--- src/rtl/shp3_pkg.sv ---
// shp3_pkg: shared types and constants for the 3x3 sharpening filter
// item, result and queue record structs, register codes, kernel codes
// used by every module of the block; depends on nothing
package shp3_pkg;

    // line geometry
    localparam int MAX_LINE_BYTES = 4096;
    localparam int COL_W          = $clog2(MAX_LINE_BYTES);
    localparam int ROW_W          = 12;
    localparam int CFG_W          = 13;
    localparam int PIX_W          = 8;
    localparam int WORD_W         = 2 * PIX_W;

    // same-channel neighbour distance in bytes (three bytes per pixel)
    localparam int TAP_STRIDE     = 3;
    localparam int WIN_COLS       = 2 * TAP_STRIDE + 1;
    localparam int WIN_ROWS       = 3;

    // register limits and reset values
    localparam logic [CFG_W-1:0] LINE_BYTES_MIN = CFG_W'(9);
    localparam logic [CFG_W-1:0] LINE_BYTES_MAX = CFG_W'(MAX_LINE_BYTES);
    localparam logic [CFG_W-1:0] LINE_BYTES_RST = CFG_W'(1920);
    localparam logic [CFG_W-1:0] IMAGE_ROWS_MIN = CFG_W'(3);
    localparam logic [CFG_W-1:0] IMAGE_ROWS_MAX = CFG_W'(4096);
    localparam logic [CFG_W-1:0] IMAGE_ROWS_RST = CFG_W'(480);

    // register map: index is paddr[3:2]
    localparam int ADDR_W = 4;
    localparam logic [1:0] REG_LINE_BYTES  = 2'd0;
    localparam logic [1:0] REG_IMAGE_ROWS  = 2'd1;
    localparam logic [1:0] REG_KERNEL_MODE = 2'd2;

    // kernel codes; the unused code behaves as the all-neighbour kernel
    localparam logic [1:0] KERNEL_BASIC = 2'd0;
    localparam logic [1:0] KERNEL_CROSS = 2'd1;
    localparam logic [1:0] KERNEL_ALL   = 2'd2;

    // filter arithmetic
    localparam int TAP4_W = PIX_W + 2;
    localparam int SUM_W  = 13;
    localparam logic [PIX_W-1:0] PIX_MAX = '1;

    // result queue
    localparam int FIFO_DEPTH = 8;
    localparam int FIFO_PTR_W = $clog2(FIFO_DEPTH);
    localparam int FIFO_CNT_W = FIFO_PTR_W + 1;
    localparam logic [1:0] TRAIL_ZEROS = 2'd3;

    typedef struct packed {
        logic [PIX_W-1:0] pixel_byte;
        logic             frame_start;
    } t_in_item;

    typedef struct packed {
        logic [PIX_W-1:0] out_byte;
        logic             run_last;
    } t_out_item;

    typedef struct packed {
        logic [CFG_W-1:0] line_bytes;
        logic [CFG_W-1:0] image_rows;
        logic [1:0]       kernel_mode;
    } t_cfg;

    // per-item control decided when the byte enters
    typedef struct packed {
        logic emit_val;
        logic interior;
        logic trail;
    } t_item_ctl;

    // one queued record: an optional filtered byte and optionally three border zeros
    typedef struct packed {
        logic             has_val;
        logic [PIX_W-1:0] val;
        logic             trail;
    } t_rec;

endpackage

--- src/rtl/shp3_filter.sv ---
// shp3_filter: 3 x 7 byte window and the two-stage kernel arithmetic
// builds at most one queue record per item; depends on shp3_pkg
module shp3_filter (
    input  logic                        i_clk,
    input  logic                        i_rst_n,
    input  logic                        i_valid,
    input  logic [shp3_pkg::PIX_W-1:0]  i_top,
    input  logic [shp3_pkg::PIX_W-1:0]  i_mid,
    input  logic [shp3_pkg::PIX_W-1:0]  i_pix,
    input  shp3_pkg::t_item_ctl         i_ctl,
    input  logic [1:0]                  i_mode,
    output logic                        o_push,
    output shp3_pkg::t_rec              o_rec,
    output logic [1:0]                  o_busy
);

    localparam int S = shp3_pkg::TAP_STRIDE;
    localparam int L = shp3_pkg::WIN_COLS - 1;

    logic [shp3_pkg::PIX_W-1:0] r_win [shp3_pkg::WIN_ROWS][shp3_pkg::WIN_COLS];

    logic                          r_s2_valid;
    shp3_pkg::t_item_ctl           r_s2_ctl;
    logic                          r_s3_valid;
    shp3_pkg::t_item_ctl           r_s3_ctl;
    logic [shp3_pkg::TAP4_W-1:0]   r_corners;
    logic [shp3_pkg::TAP4_W-1:0]   r_edges;
    logic [shp3_pkg::PIX_W-1:0]    r_centre;

    logic [shp3_pkg::TAP4_W-1:0]   corners;
    logic [shp3_pkg::TAP4_W-1:0]   edges;
    logic signed [shp3_pkg::SUM_W-1:0] s_corners;
    logic signed [shp3_pkg::SUM_W-1:0] s_edges;
    logic signed [shp3_pkg::SUM_W-1:0] s_centre;
    logic signed [shp3_pkg::SUM_W-1:0] sum;
    logic [shp3_pkg::PIX_W-1:0]    clamped;

    // window shift: new column enters on the right
    always_ff @(posedge i_clk) begin
        if (!i_rst_n) begin
            for (int i = 0; i < shp3_pkg::WIN_ROWS; i++) begin
                for (int j = 0; j < shp3_pkg::WIN_COLS; j++) begin
                    r_win[i][j] <= '0;
                end
            end
        end else if (i_valid) begin
            for (int i = 0; i < shp3_pkg::WIN_ROWS; i++) begin
                for (int j = 0; j < L; j++) begin
                    r_win[i][j] <= r_win[i][j+1];
                end
            end
            r_win[0][L] <= i_top;
            r_win[1][L] <= i_mid;
            r_win[2][L] <= i_pix;
        end
    end

    // stage two: group the taps
    assign corners = shp3_pkg::TAP4_W'(r_win[0][0]) + shp3_pkg::TAP4_W'(r_win[0][L])
                   + shp3_pkg::TAP4_W'(r_win[2][0]) + shp3_pkg::TAP4_W'(r_win[2][L]);
    assign edges   = shp3_pkg::TAP4_W'(r_win[0][S]) + shp3_pkg::TAP4_W'(r_win[1][0])
                   + shp3_pkg::TAP4_W'(r_win[1][L]) + shp3_pkg::TAP4_W'(r_win[2][S]);

    always_ff @(posedge i_clk) begin
        r_s2_ctl  <= i_ctl;
        r_s3_ctl  <= r_s2_ctl;
        r_corners <= corners;
        r_edges   <= edges;
        r_centre  <= r_win[1][S];
    end

    always_ff @(posedge i_clk) begin
        if (!i_rst_n) begin
            r_s2_valid <= 1'b0;
            r_s3_valid <= 1'b0;
        end else begin
            r_s2_valid <= i_valid;
            r_s3_valid <= r_s2_valid;
        end
    end

    // stage three: weight by kernel and clamp to a byte
    assign s_corners = shp3_pkg::SUM_W'(r_corners);
    assign s_edges   = shp3_pkg::SUM_W'(r_edges);
    assign s_centre  = shp3_pkg::SUM_W'(r_centre);

    always_comb begin
        case (i_mode)
            shp3_pkg::KERNEL_BASIC: sum = s_corners - (s_edges <<< 1)
                                        + (s_centre <<< 2) + s_centre;
            shp3_pkg::KERNEL_CROSS: sum = (s_centre <<< 2) + s_centre - s_edges;
            default:                sum = (s_centre <<< 3) + s_centre - s_edges - s_corners;
        endcase
    end

    always_comb begin
        if (sum < 0) begin
            clamped = '0;
        end else if (sum > shp3_pkg::SUM_W'(shp3_pkg::PIX_MAX)) begin
            clamped = shp3_pkg::PIX_MAX;
        end else begin
            clamped = sum[shp3_pkg::PIX_W-1:0];
        end
    end

    assign o_rec.has_val = r_s3_ctl.emit_val;
    assign o_rec.val     = r_s3_ctl.interior ? clamped : '0;
    assign o_rec.trail   = r_s3_ctl.trail;
    assign o_push        = r_s3_valid && (r_s3_ctl.emit_val || r_s3_ctl.trail);
    assign o_busy        = {1'b0, r_s2_valid} + {1'b0, r_s3_valid};

endmodule

--- config.mk ---
export PLATFORM = sky130hd
export DESIGN_NAME = shp3_filter
export DESIGN_NICKNAME = d
export VERILOG_FILES = /design/src/rtl/shp3_pkg.sv /design/src/rtl/shp3_filter.sv
export SDC_FILE = /design/constraint.sdc
export NUM_CORES = 1
export LEC_CHECK = 0
export BUFFER_PORTS_ARGS = -buffer_cell sky130_fd_sc_hd__buf_2
export CORE_UTILIZATION = 45
export CTS_BUF_LIST = sky130_fd_sc_hd__clkbuf_2
export DETAILED_ROUTE_END_ITERATION = 8
export GPL_TIMING_DRIVEN = 1
export SYNTH_ARGS = -nofsm -noshare
export SYNTH_HDL_FRONTEND = slang
export SYNTH_SLANG_ARGS = --single-unit
--- constraint.sdc ---
create_clock -name i_clk -period 6.95 [get_ports i_clk]
set_input_delay 1.39 -clock i_clk [delete_from_list [all_inputs] [get_ports i_clk]]
set_output_delay 1.39 -clock i_clk [all_outputs]
set_load 0.005 [all_outputs]
==> results by group, run 1 <==
Detailed routing
  • Count of TritonRoute iterations in the first routing pass: 4
  • Routed via count: between 6,000 and 7,000
  • Antenna-violating nets left: 0
  • Number of vias per cell after detailed routing: between 5 and 6
  • Number of remaining DRC errors: 0
  • DRT Wirelength: between 20,000 and 25,000 µm
  • Final routed wire length divided by cell count: roughly 17 µm
  • Iter 0 DRT Violations: 450

Die
  • Core Region: 0.0243 mm²
  • Chip width: around 160 µm
  • Count of pins on the block boundary: 45
  • Initial core utilization: ~46%
  • Row cnt: 57
  • Floorplan die height: roughly 160 µm
  • Die Footprint: roughly 0.025 mm²

Logic synthesis
  • Number of distinct library cells after synthesis: 60
  • Top cell type's share of synthesized area: 45.3%
  • Synth area leaders: sky130_fd_sc_hd__edfxtp_1 45%, sky130_fd_sc_hd__fa_1 12%, sky130_fd_sc_hd__and3_1 9.5%
  • Post-Synthesis Cells: just under 900
  • Number of nets produced by synthesis: 1,047
  • Yosys warnings: 0
  • Async SR Flop Fraction: 0%
  • Synthesized area divided by synthesized cell count: 12.6 µm²
  • Largest area contributor in the netlist: sky130_fd_sc_hd__edfxtp_1
  • Mapped Area: approximately 0.011 mm²
  • Number of flip-flops and latches in the synthesized netlist: roughly 200
  • Dominant register cell in the synthesized netlist: sky130_fd_sc_hd__edfxtp_1
  • Seq/Total Area, Yosys: about half
  • Number of enable flip-flop cells after synthesis: 168

Cells and area
  • Layout overhead on the synthesized area: 9.07%
  • Most common cell after layout, fill and taps aside: sky130_fd_sc_hd__and3_1
  • Share of cells above drive strength 1: 16.4%
  • Fill cells: 2,163
  • Total number of nets in the final design: approximately 1,100
  • Commonest cells after routing, fill and taps aside: 169 x sky130_fd_sc_hd__and3_1, 168 x sky130_fd_sc_hd__edfxtp_1, 89 x sky130_fd_sc_hd__clkbuf_2
  • Post-route insts no fill: around 1,300

Min path
  • Hold/Removal Path Class: reg2reg

STA
  • Timing-limited maximum frequency: around 0.15 GHz
  • Part of the cycle the worst path needs: between 90 and 100%
  • Clock period minus final worst setup slack: between 6 and 7 ns
  • RSZ-0062 raised after global routing: false
  • Slew headroom: between 30% and 40%
  • Slew at the pin closest to its max-slew limit: ~0.95 ns
  • Count of endpoints failing hold in the final timing report: 0
  • Setup Skew: 0.103 ns
  • Slew Limit Fails: 0
  • TNS Setup: 0 ns
  • Final setup violation count: 0

Critical path
  • Critical path required time: approximately 5.6 ns
  • Critical Path Sink Type: primary output
  • Arrival time of the worst setup path: roughly 5.1 ns
  • Type of origin of the critical path: flop
  • Crit path kind: reg2out
  • CP Max Fanout: 8

Clock tree
  • CTS root buf: sky130_fd_sc_hd__clkbuf_2
  • Number of buffers inserted by hold repair at cts: 0
  • CTS tree: yes
  • CTS Sinks: about 200
  • Clock latency of the later-clocked register in the worst-skew pair: 0.82 ns
  • Clock transition at path regs: 0.09 ns
  • Deepest clock path buffer count: 3
  • Count of buffers added by post-CTS timing repair for setup: 0
  • Number of levels the H-tree was split into: 2
  • Number of buffers created by CTS: approximately 50

Power
  • Peak supply drop: 0.000265 V
  • Power density relative to cell area: between 400 and 500 mW/mm²
  • Reported leakage power: ~5.8 nW

Global routing
  • Grt total ovfl: 0
  • Vias in the first global route: 6,790
  • Initial antenna violation count: 1
  • Global-route wire length before repair: around 35,000 µm
  • Pin count of the biggest net entering global routing: between 100 and 150
  • All-Layer GR Usage: 17.6%

Outcome
  • Result of the run: completed

Place
  • Placed cell count: between 1,000 and 1,500
  • HPWL after DPL: 15,000 µm
  • Number of buffers inserted by port buffering: 44
  • Placer congestion estimate: around 0.86

Flow run
  • MaxCap Viol Count: 0
-- through the flow --
| stage | area (µm²) | power [mW] | utilization [%] | hold WS (ns) | setup slack, ns |
|---|---|---|---|---|---|
| detailed placement | 11600 | 4.57 | 47.7 | 0.316 | 1.13 |
| global placement | 11600 | 4.56 | 47.7 | 0.311 | 1.29 |
| finish | 12100 | 5.44 | 49.9 | 0.340 | 0.487 |
| floorplan | 11100 | 3.90 | - | 0.310 | 0.441 |
| CTS | 12100 | 5.46 | 49.9 | 0.345 | 0.297 |
| global route | 12100 | 5.90 | 49.9 | 0.349 | 0.0590 |
-- worst paths after layout --
check | cells after the start | from | slack (ns) | to
setup reg to reg | 12 | r_win[0][1]$_SDFFCE_PN0P_ | 3.71 | r_corners[9]$_DFF_P_
hold / removal | 0 | r_s2_ctl[1]$_DFF_P_ | 0.34 | r_s3_ctl[1]$_DFF_P_
hold reg to reg | 0 | r_s2_ctl[1]$_DFF_P_ | 0.34 | r_s3_ctl[1]$_DFF_P_
setup / recovery | 16 | r_edges[0]$_DFF_P_ | 0.49 | o_rec[2]
-- registers in the layout, summed over array words and instances, names as in the netlist --
| signal | cells |
|---|---|
| r_centre | 8 |
| o_rec | 2 |
| r_s2_valid | 1 |
| r_s3_ctl | 1 |
| r_s3_valid | 1 |
| r_edges | 10 |
| r_s2_ctl | 3 |
| r_corners | 10 |
| r_win | 168 |
-- report_power, final --
group / leakage, nW / internal, mW / switching (mW)
Clock: 0.400 / 0.374 / 0.472
Sequential: 2.16 / 1.45 / 0.0931
Combinational: 3.27 / 1.34 / 1.70
-- kinds of logic after synthesis --
logic type                 Yosys count  synth area share [%]
DFF                                204                  51.8
buffers and inverters              118                  4.29
muxes                                6                 0.596
adders and majority gates          134                  19.4
AOI/OAI and AO/OA                  126                  7.68
xor gates and xnor gates            28                  2.20
and+or+nand+nor                    265                  14.0
-- Yosys cell counts, types with 2 or more instances --
| cell | n |
|---|---|
| sky130_fd_sc_hd__and3_1 | 169 |
| sky130_fd_sc_hd__edfxtp_1 | 168 |
| sky130_fd_sc_hd__inv_1 | 75 |
| sky130_fd_sc_hd__ha_1 | 69 |
| sky130_fd_sc_hd__fa_1 | 65 |
| sky130_fd_sc_hd__clkbuf_1 | 38 |
| sky130_fd_sc_hd__dfxtp_1 | 36 |
| sky130_fd_sc_hd__a21oi_1 | 35 |
| sky130_fd_sc_hd__nor2_1 | 28 |
| sky130_fd_sc_hd__o21ai_0 | 27 |
| sky130_fd_sc_hd__xnor2_1 | 20 |
| sky130_fd_sc_hd__a21o_1 | 14 |
| sky130_fd_sc_hd__nand2_1 | 14 |
| sky130_fd_sc_hd__nor3_1 | 12 |
| sky130_fd_sc_hd__nand2b_1 | 11 |
| sky130_fd_sc_hd__a211oi_1 | 8 |
| sky130_fd_sc_hd__nor2b_1 | 8 |
| sky130_fd_sc_hd__xor2_1 | 8 |
| sky130_fd_sc_hd__mux2_2 | 5 |
| sky130_fd_sc_hd__nand3_1 | 4 |
| sky130_fd_sc_hd__o211ai_1 | 4 |
| sky130_fd_sc_hd__o21a_1 | 4 |
| sky130_fd_sc_hd__a2111oi_0 | 3 |
| sky130_fd_sc_hd__a21boi_0 | 3 |
| sky130_fd_sc_hd__and2_1 | 3 |
| sky130_fd_sc_hd__nor3b_1 | 3 |
| sky130_fd_sc_hd__or2_2 | 3 |
| sky130_fd_sc_hd__a31oi_1 | 2 |
| sky130_fd_sc_hd__and2b_2 | 2 |
| sky130_fd_sc_hd__buf_4 | 2 |
| sky130_fd_sc_hd__clkbuf_8 | 2 |
| sky130_fd_sc_hd__o2111ai_1 | 2 |
| sky130_fd_sc_hd__o21bai_1 | 2 |
| sky130_fd_sc_hd__o22ai_1 | 2 |
| sky130_fd_sc_hd__o311ai_0 | 2 |
| sky130_fd_sc_hd__o31a_1 | 2 |
| sky130_fd_sc_hd__o31ai_1 | 2 |
| sky130_fd_sc_hd__or3_1 | 2 |
-- area by class of cell --
class | count | area [µm²] | area share, %
repair buffers | 49 | 263 | 2.16
flip-flops and latches | 204 | 5770 | 47.5
clock buffers | 89 | 445 | 3.67
diodes | 1 | 2.50 | 0.0206
multi-input cells | 559 | 4900 | 40.4
well taps | 324 | 405 | 3.34
clock inverters | 7 | 73.8 | 0.608
inverters | 75 | 282 | 2.32
-- routing by layer --
metal  GRT usage, %  vias up  share of wire (%)
met4           8.00        0                3.2
met1           24.3     3249                 48
li1               -     3331                  -
met2           27.3      128                 46
met3           3.20       39                3.6
met5              0        -                  0
-- critical path, stage by stage, from the launching register on --
cell	delay, ns
sky130_fd_sc_hd__dfxtp_1	0.37
sky130_fd_sc_hd__ha_1	0.19
sky130_fd_sc_hd__inv_1	0.06
sky130_fd_sc_hd__fa_1	0.42
sky130_fd_sc_hd__a211oi_2	0.31
sky130_fd_sc_hd__o21ai_0	0.13
sky130_fd_sc_hd__a21oi_1	0.20
sky130_fd_sc_hd__xnor2_1	0.18
sky130_fd_sc_hd__fa_1	0.46
sky130_fd_sc_hd__ha_1	0.25
sky130_fd_sc_hd__a2111o_1	0.45
sky130_fd_sc_hd__nand2b_1	0.18
sky130_fd_sc_hd__mux2_2	0.29
sky130_fd_sc_hd__a221oi_1	0.43
sky130_fd_sc_hd__nor4_4	0.13
sky130_fd_sc_hd__a21oi_1	0.16
sky130_fd_sc_hd__buf_2	0.14
-- timing repair --
action | 4_1_cts | 5_1_grt
gates resized for setup | 0 | 1
setup endpoints to repair | 0 | 8
hold endpoints to repair | 0 | 0
No activity file was read; power rests on OpenSTA's default activity.
==> run 2: changes to the inputs <==
Settings changed: CELL_PAD_IN_SITES_DETAIL_PLACEMENT from default to 1, CELL_PAD_IN_SITES_GLOBAL_PLACEMENT from default to 2, PLACE_DENSITY_LB_ADDON from default to 0.1.
==> results by group, run 2 (synthesis results as in run 1) <==
Global routing
  • All-Layer GR Usage: 20.1% (+2.5 points)
  • Pin count of the biggest net entering global routing: 99 (-19%)
  • Vias in the first global route: 7,595 (+12%)
  • Global-route wire length before repair: 39,900 µm (+14%)
  • Initial antenna violation count: 1 (unchanged)
  • Grt total ovfl: 0 (unchanged)

Cells and area
  • Final instance area: 0.0121 mm² (-0.75%)
  • Register with the most flip-flops: r_win
  • Post-route insts no fill: 1,299 (-0.69%)
  • Total number of nets in the final design: 1,102 (-0.36%)
  • Fill cells: 2,575 (+19%)
  • Final cell utilization of the core: 49.5% (-0.38 points)
  • Sequential standard cell area: 0.00577 mm² (unchanged)
  • Layout overhead on the synthesized area: 8.25%
  • Share of cells above drive strength 1: 14.9% (-1.5 points)
  • Largest regs: r_win: 168 flops, r_corners: 10 flops, r_edges: 10 flops
  • Number of flip-flops under the largest register name: 168 (unchanged)
  • Most common cell after layout, fill and taps aside: sky130_fd_sc_hd__and3_1
  • Multi-input combinational cell area: 0.00490 mm² (unchanged)
  • Commonest cells after routing, fill and taps aside: 169 x sky130_fd_sc_hd__and3_1, 168 x sky130_fd_sc_hd__edfxtp_1, 77 x sky130_fd_sc_hd__clkbuf_2

Clock tree
  • Deepest clock path buffer count: 3 (unchanged)
  • Number of buffers inserted by hold repair at cts: 0 (unchanged)
  • Clock transition at path regs: 0.11 ns (+0.02 ns)
  • CTS tree: yes
  • CTS root buf: sky130_fd_sc_hd__clkbuf_2
  • Clock latency of the later-clocked register in the worst-skew pair: 0.77 ns (-0.05 ns)
  • Number of levels the H-tree was split into: 2 (unchanged)
  • Number of buffers created by CTS: 49 (-3.9%)
  • CTS Sinks: 204 (unchanged)

Critical path
  • Combined buffer and inverter count along the critical path: 2 (unchanged)
  • Critical path required time: 5.56 ns (about the same)
  • Critical Path Sink Type: primary output
  • Kind of cell with the highest combined delay on the critical path: compound AO/OA/AOI/OAI gates
  • CP Max Fanout: 8 (unchanged)
  • Critical path, cell by cell: ha_1 -> inv_1 -> fa_1 -> a211oi_2 -> o21ai_0 -> a21oi_1 -> xnor2_1 -> fa_1 -> ha_1 -> a2111o_1 -> o21ai_0 -> xnor2_1 -> a221oi_1 -> nor4_4 -> a21oi_1 -> buf_2
  • Crit path kind: reg2out
  • Arrival time of the worst setup path: 5.12 ns (+0.05 ns)
  • Max stage delay cell, worst path: sky130_fd_sc_hd__a2111o_1
  • Setup slack on the worst flop-to-flop path: 3.70 ns (about the same)
  • Crit-path max cell delay: 0.46 ns (about the same)
  • Type of origin of the critical path: flop

Place
  • HPWL after DPL: 17,800 µm (+18%)
  • Placed inst area: 0.0116 mm² (about the same)
  • Placer congestion estimate: 0.866 (+1.1%)
  • Placed cell count: 1,209 (-0.17%)
  • Worst slack at placement: 1.05 ns (-0.0834 ns)
  • Number of buffers inserted by port buffering: 44 (unchanged)

Die
  • Chip width: 159 µm (unchanged)
  • Initial core utilization: 45.8% (unchanged)
  • Die Footprint: 0.0254 mm² (unchanged)
  • Core Region: 0.0243 mm² (unchanged)
  • Floorplan die height: 159 µm (unchanged)
  • Count of pins on the block boundary: 45 (unchanged)
  • Row cnt: 57 (unchanged)

Min path
  • Hold/Removal Path Class: reg2reg

Detailed routing
  • DRT Wirelength: 24,600 µm (+14%)
  • Final routed wire length divided by cell count: 18.9 µm (+15%)
  • Routed via count: 6,944 (+2.9%)
  • Count of TritonRoute iterations in the first routing pass: 4 (unchanged)
  • Iter 0 DRT Violations: 310 (-31%)
  • Number of vias per cell after detailed routing: 5.35 (+3.6%)
  • Antenna-violating nets left: 0 (unchanged)
  • Number of remaining DRC errors: 0 (unchanged)

STA
  • Timing-limited maximum frequency: 0.154 GHz (-0.70%)
  • Count of endpoints failing hold in the final timing report: 0 (unchanged)
  • Min Hold Slack: 0.328 ns (-0.0116 ns)
  • Part of the cycle the worst path needs: 93.7% (+0.66 points)
  • Slew at the pin closest to its max-slew limit: 0.986 ns (+0.0373 ns)
  • Final setup violation count: 0 (unchanged)
  • Setup Skew: 0.0583 ns (-0.0445 ns)
  • Slew headroom: 34.3% (-2.5 points)
  • Setup slack after layout: 0.441 ns (-0.0458 ns)
  • TNS Setup: 0 ns (unchanged)
  • Clock period minus final worst setup slack: 6.51 ns (+0.0458 ns)
  • Slew Limit Fails: 0 (unchanged)
  • RSZ-0062 raised after global routing: false

Power
  • Reported leakage power: 5.76 nW (-1.0%)
  • Final total power: 5.43 mW (-0.14%)
  • Power density relative to cell area: 450 mW/mm² (+0.62%)
  • Peak supply drop: 0.000287 V (+8.6%)

Outcome
  • Result of the run: completed

Flow run
  • MaxCap Viol Count: 0 (unchanged)
## run 2: metal layers
| metal | vias up | GRT usage (%) | routed length, µm |
|---|---|---|---|
| met4 | 0 | 7.74 | 676 |
| met1 | 3452 | 25.1 | 10700 |
| met3 | 47 | 2.92 | 747 |
| li1 | 3321 | - | - |
| met2 | 124 | 35.4 | 12500 |
| met5 | - | 0 | 0 |
## run 2: cell type report
cell class | count | share of cell area (%)
clock inverter | 12 | 0.374
timing repair buffer | 47 | 2.16
multi-input combinational | 559 | 40.7
antenna | 1 | 0.0208
sequential | 204 | 47.8
clock buffer | 77 | 3.20
inverter | 75 | 2.34
tap | 324 | 3.36
## run 2: where the power goes
group | total [mW] | internal [mW] | leakage [nW] | switching [mW]
Combinational | 3.13 | 1.35 | 3.26 | 1.78
Clock | 0.754 | 0.291 | 0.344 | 0.463
Sequential | 1.55 | 1.45 | 2.16 | 0.0953
Total | 5.43 | 3.09 | 5.76 | 2.34
## run 2: path summary, 6_finish.rpt
path | from | end | cells past startpoint
hold / removal | r_s2_ctl[0]$_DFF_P_ | o_rec[0]$_DFF_P_ | 0
hold reg to reg | r_s2_ctl[0]$_DFF_P_ | o_rec[0]$_DFF_P_ | 0
setup / recovery | r_edges[0]$_DFF_P_ | o_rec[2] | 16
setup reg to reg | r_win[0][1]$_SDFFCE_PN0P_ | r_corners[9]$_DFF_P_ | 12
## run 2: repair_timing
| item | in CTS | in global routing |
|---|---|---|
| gates resized for setup | 0 | 1 |
| setup buffers | 0 | 0 |
| endpoints found under the setup margin | 0 | 8 |
==> run 3: changes to the inputs <==
Settings changed: GPL_ROUTABILITY_DRIVEN from default to 0.
Clock period 6.95 ns to 7.4 ns, I/O delays scaled along.
==> results by group, run 3 (synthesis results as in run 1) <==
Outcome
  • Result of the run: completed

Die
  • Core Region: 0.0243 mm² (unchanged)
  • Count of pins on the block boundary: 45 (unchanged)
  • Die Footprint: 0.0254 mm² (unchanged)
  • Row cnt: 57 (unchanged)
  • Chip width: 159 µm (unchanged)
  • Initial core utilization: 45.8% (unchanged)
  • Floorplan die height: 159 µm (unchanged)

Global routing
  • Met1 Track Usage GR: 25.3% (+0.21 points)
  • Initial antenna violation count: 3 (+2)
  • Fraction of met2 tracks used by global routing: 34.8% (-0.60 points)
  • GR peak layer: met2
  • Vias in the first global route: 7,628 (+0.43%)
  • Global-route wire length before repair: 39,900 µm (unchanged)
  • Pin count of the biggest net entering global routing: 169 (+71%)
  • Grt met3 use: 3.39% (+0.47 points)
  • All-Layer GR Usage: 20.1% (-0.021 points)
  • Grt total ovfl: 0 (unchanged)

Clock tree
  • Post-cts repair resize count: 0 (unchanged)
  • CTS Sinks: 204 (unchanged)
  • Number of levels the H-tree was split into: 2 (unchanged)
  • Count of buffers added by post-CTS timing repair for setup: 0 (unchanged)
  • Clock transition at path regs: 0.13 ns (+0.02 ns)
  • Number of buffers created by CTS: 52 (+6.1%)
  • Clock latency of the later-clocked register in the worst-skew pair: 0.78 ns (about the same)
  • CTS root buf: sky130_fd_sc_hd__clkbuf_2
  • Deepest clock path buffer count: 3 (unchanged)
  • CTS tree: yes
  • Number of buffers inserted by hold repair at cts: 0 (unchanged)

Critical path
  • Type of origin of the critical path: flop
  • Arrival time of the worst setup path: 5.26 ns (+0.14 ns)
  • Kind of cell with the highest combined delay on the critical path: compound AO/OA/AOI/OAI gates
  • Crit-path max cell delay: 0.63 ns (+0.17 ns)
  • Combined buffer and inverter count along the critical path: 2 (unchanged)
  • Max stage delay cell, worst path: sky130_fd_sc_hd__nor4_2
  • CP Max Fanout: 8 (unchanged)
  • Critical path required time: 5.92 ns (+0.36 ns)
  • Critical path, cell by cell: ha_1 -> inv_1 -> fa_1 -> a211oi_2 -> o21ai_0 -> a21oi_1 -> xnor2_1 -> fa_1 -> ha_1 -> a2111o_1 -> o21ai_0 -> xnor2_1 -> a221oi_1 -> nor4_2 -> a21oi_1 -> buf_2
  • Crit path kind: reg2out
  • Critical Path Sink Type: primary output

Power
  • Peak supply drop: 0.000245 V (-15%)
  • Internal power: 2.96 mW (-4.3%)
  • Sw power: 2.21 mW (-5.5%)
  • Reported leakage power: 5.80 nW (+0.69%)
  • Final total power: 5.17 mW (-4.8%)
  • Switching fraction of total power: 42.7% (-0.32 points)
  • Combinational Power Share: 56.8% (-0.8 points)
  • Part of the power in the clock network: 15.1% (+1.2 points)
  • Power density relative to cell area: 427 mW/mm² (-5.3%)
  • Part of the power in registers: 28.1% (-0.4 points)

Detailed routing
  • Antenna-violating nets left: 0 (unchanged)
  • Number of vias per cell after detailed routing: 5.36 (+0.25%)
  • Routed via count: 7,004 (+0.86%)
  • Final routed wire length divided by cell count: 18.9 µm (-0.49%)
  • DRT Wirelength: 24,600 µm (+0.12%)
  • Iter 0 DRT Violations: 349 (+13%)
  • Count of TritonRoute iterations in the first routing pass: 4 (unchanged)
  • Number of remaining DRC errors: 0 (unchanged)

STA
  • Timing-limited maximum frequency: ~0.15 GHz
  • Clock period minus final worst setup slack: 6.74 ns
  • RSZ-0062 raised after global routing: false
  • Slew headroom: 22.6% (-12 points)
  • Count of endpoints failing hold in the final timing report: 0 (unchanged)
  • Slew at the pin closest to its max-slew limit: 1.16 ns (+0.175 ns)
  • Part of the cycle the worst path needs: around nine tenths
  • Slew Limit Fails: 0 (unchanged)
  • TNS Setup: 0 ns (unchanged)
  • Setup Skew: 0.0585 ns (+0.000170 ns)
  • Final setup violation count: 0 (unchanged)

Cells and area
  • Commonest cells after routing, fill and taps aside: 169 x sky130_fd_sc_hd__and3_1, 168 x sky130_fd_sc_hd__edfxtp_1, 83 x sky130_fd_sc_hd__clkbuf_2
  • Most common cell after layout, fill and taps aside: sky130_fd_sc_hd__and3_1
  • Number of flip-flops under the largest register name: 168 (unchanged)
  • Share of cells above drive strength 1: 15.6% (+0.69 points)
  • Layout overhead on the synthesized area: 8.78%
  • Largest regs: r_win: 168 flops, r_corners: 10 flops, r_edges: 10 flops
  • Total number of nets in the final design: 1,105 (+0.27%)
  • Register with the most flip-flops: r_win

Place
  • HPWL after DPL: 17,500 µm (-1.7%)
  • Number of buffers inserted by port buffering: 44 (unchanged)

Min path
  • Hold/Removal Path Class: reg2reg

Flow run
  • MaxCap Viol Count: 0 (unchanged)
==> run 3: cell count changes in the layout (fill, tap and decap cells not counted), sizes merged <==
cell | before | now
inv | 77 | 75
clkbuf | 77 | 83
bufinv | 0 | 1
clkinv | 10 | 13
==> run 3: worst reg2reg max path, cell delays in order (launching register included) <==
cell and delay (ns):
sky130_fd_sc_hd__edfxtp_1 0.52, sky130_fd_sc_hd__fa_1 0.54, sky130_fd_sc_hd__fa_1 0.52, sky130_fd_sc_hd__ha_1 0.18, sky130_fd_sc_hd__inv_1 0.06, sky130_fd_sc_hd__fa_1 0.41
sky130_fd_sc_hd__nor2b_1 0.12, sky130_fd_sc_hd__o21ai_0 0.10, sky130_fd_sc_hd__a21boi_0 0.35, sky130_fd_sc_hd__o21a_1 0.19, sky130_fd_sc_hd__o21ai_0 0.08, sky130_fd_sc_hd__nand2b_1 0.08
sky130_fd_sc_hd__a21o_1 0.11
==> run 3: power by group through the flow <==
stage,Clock (mW),Sequential (mW),Combinational [mW]
CTS,0.825,1.46,2.95
floorplan,0,1.45,2.22
finish,0.783,1.45,2.93
global placement,0,1.48,2.81
detailed placement,0,1.48,2.92
global route,0.879,1.47,3.26
==> run 3: cell type report <==
cell class | count | area (µm²)
diodes | 1 | 2.50
clock buffers | 83 | 415
clock inverters | 14 | 82.6
fillers | 2579 | 12200
inverters | 75 | 282
multi-input cells | 559 | 4900
flip-flops and latches | 204 | 5770
well taps | 324 | 405
repair buffers | 47 | 260
==> run 3: stage by stage <==
stage               setup slack (ns)  util [%]  hold WS (ns)  cell area [µm²]  instances
floorplan                      0.801         -         0.310            11100        881
global placement                1.58      47.7         0.315            11600       1209
detailed placement              1.37      47.7         0.321            11600       1209
CTS                            0.475      49.8         0.309            12100       1306
global route                   0.131      49.8         0.324            12100       1307
finish                         0.658      49.8         0.304            12100       1307
==> run 3: path summary, 6_finish.rpt <==
path / startpoint / endpoint / slack, ns / cells past startpoint
max reg2reg: r_win[0][1]$_SDFFCE_PN0P_ / r_corners[9]$_DFF_P_ / 4.11 / 12
min reg2reg: r_s2_ctl[1]$_DFF_P_ / r_s3_ctl[1]$_DFF_P_ / 0.30 / 0
max: r_edges[0]$_DFF_P_ / o_rec[2] / 0.66 / 16
min: r_s2_ctl[1]$_DFF_P_ / r_s3_ctl[1]$_DFF_P_ / 0.30 / 0
==> run 3: routing by layer <==
layer  vias up  routed length (µm)  part of all wire (%)
li1       3334                   -                     -
met1      3478               10700                    43
met2       143               12500                    51
met3        49                 836                   3.4
met4         0                 601                   2.4
met5         -                   0                     0
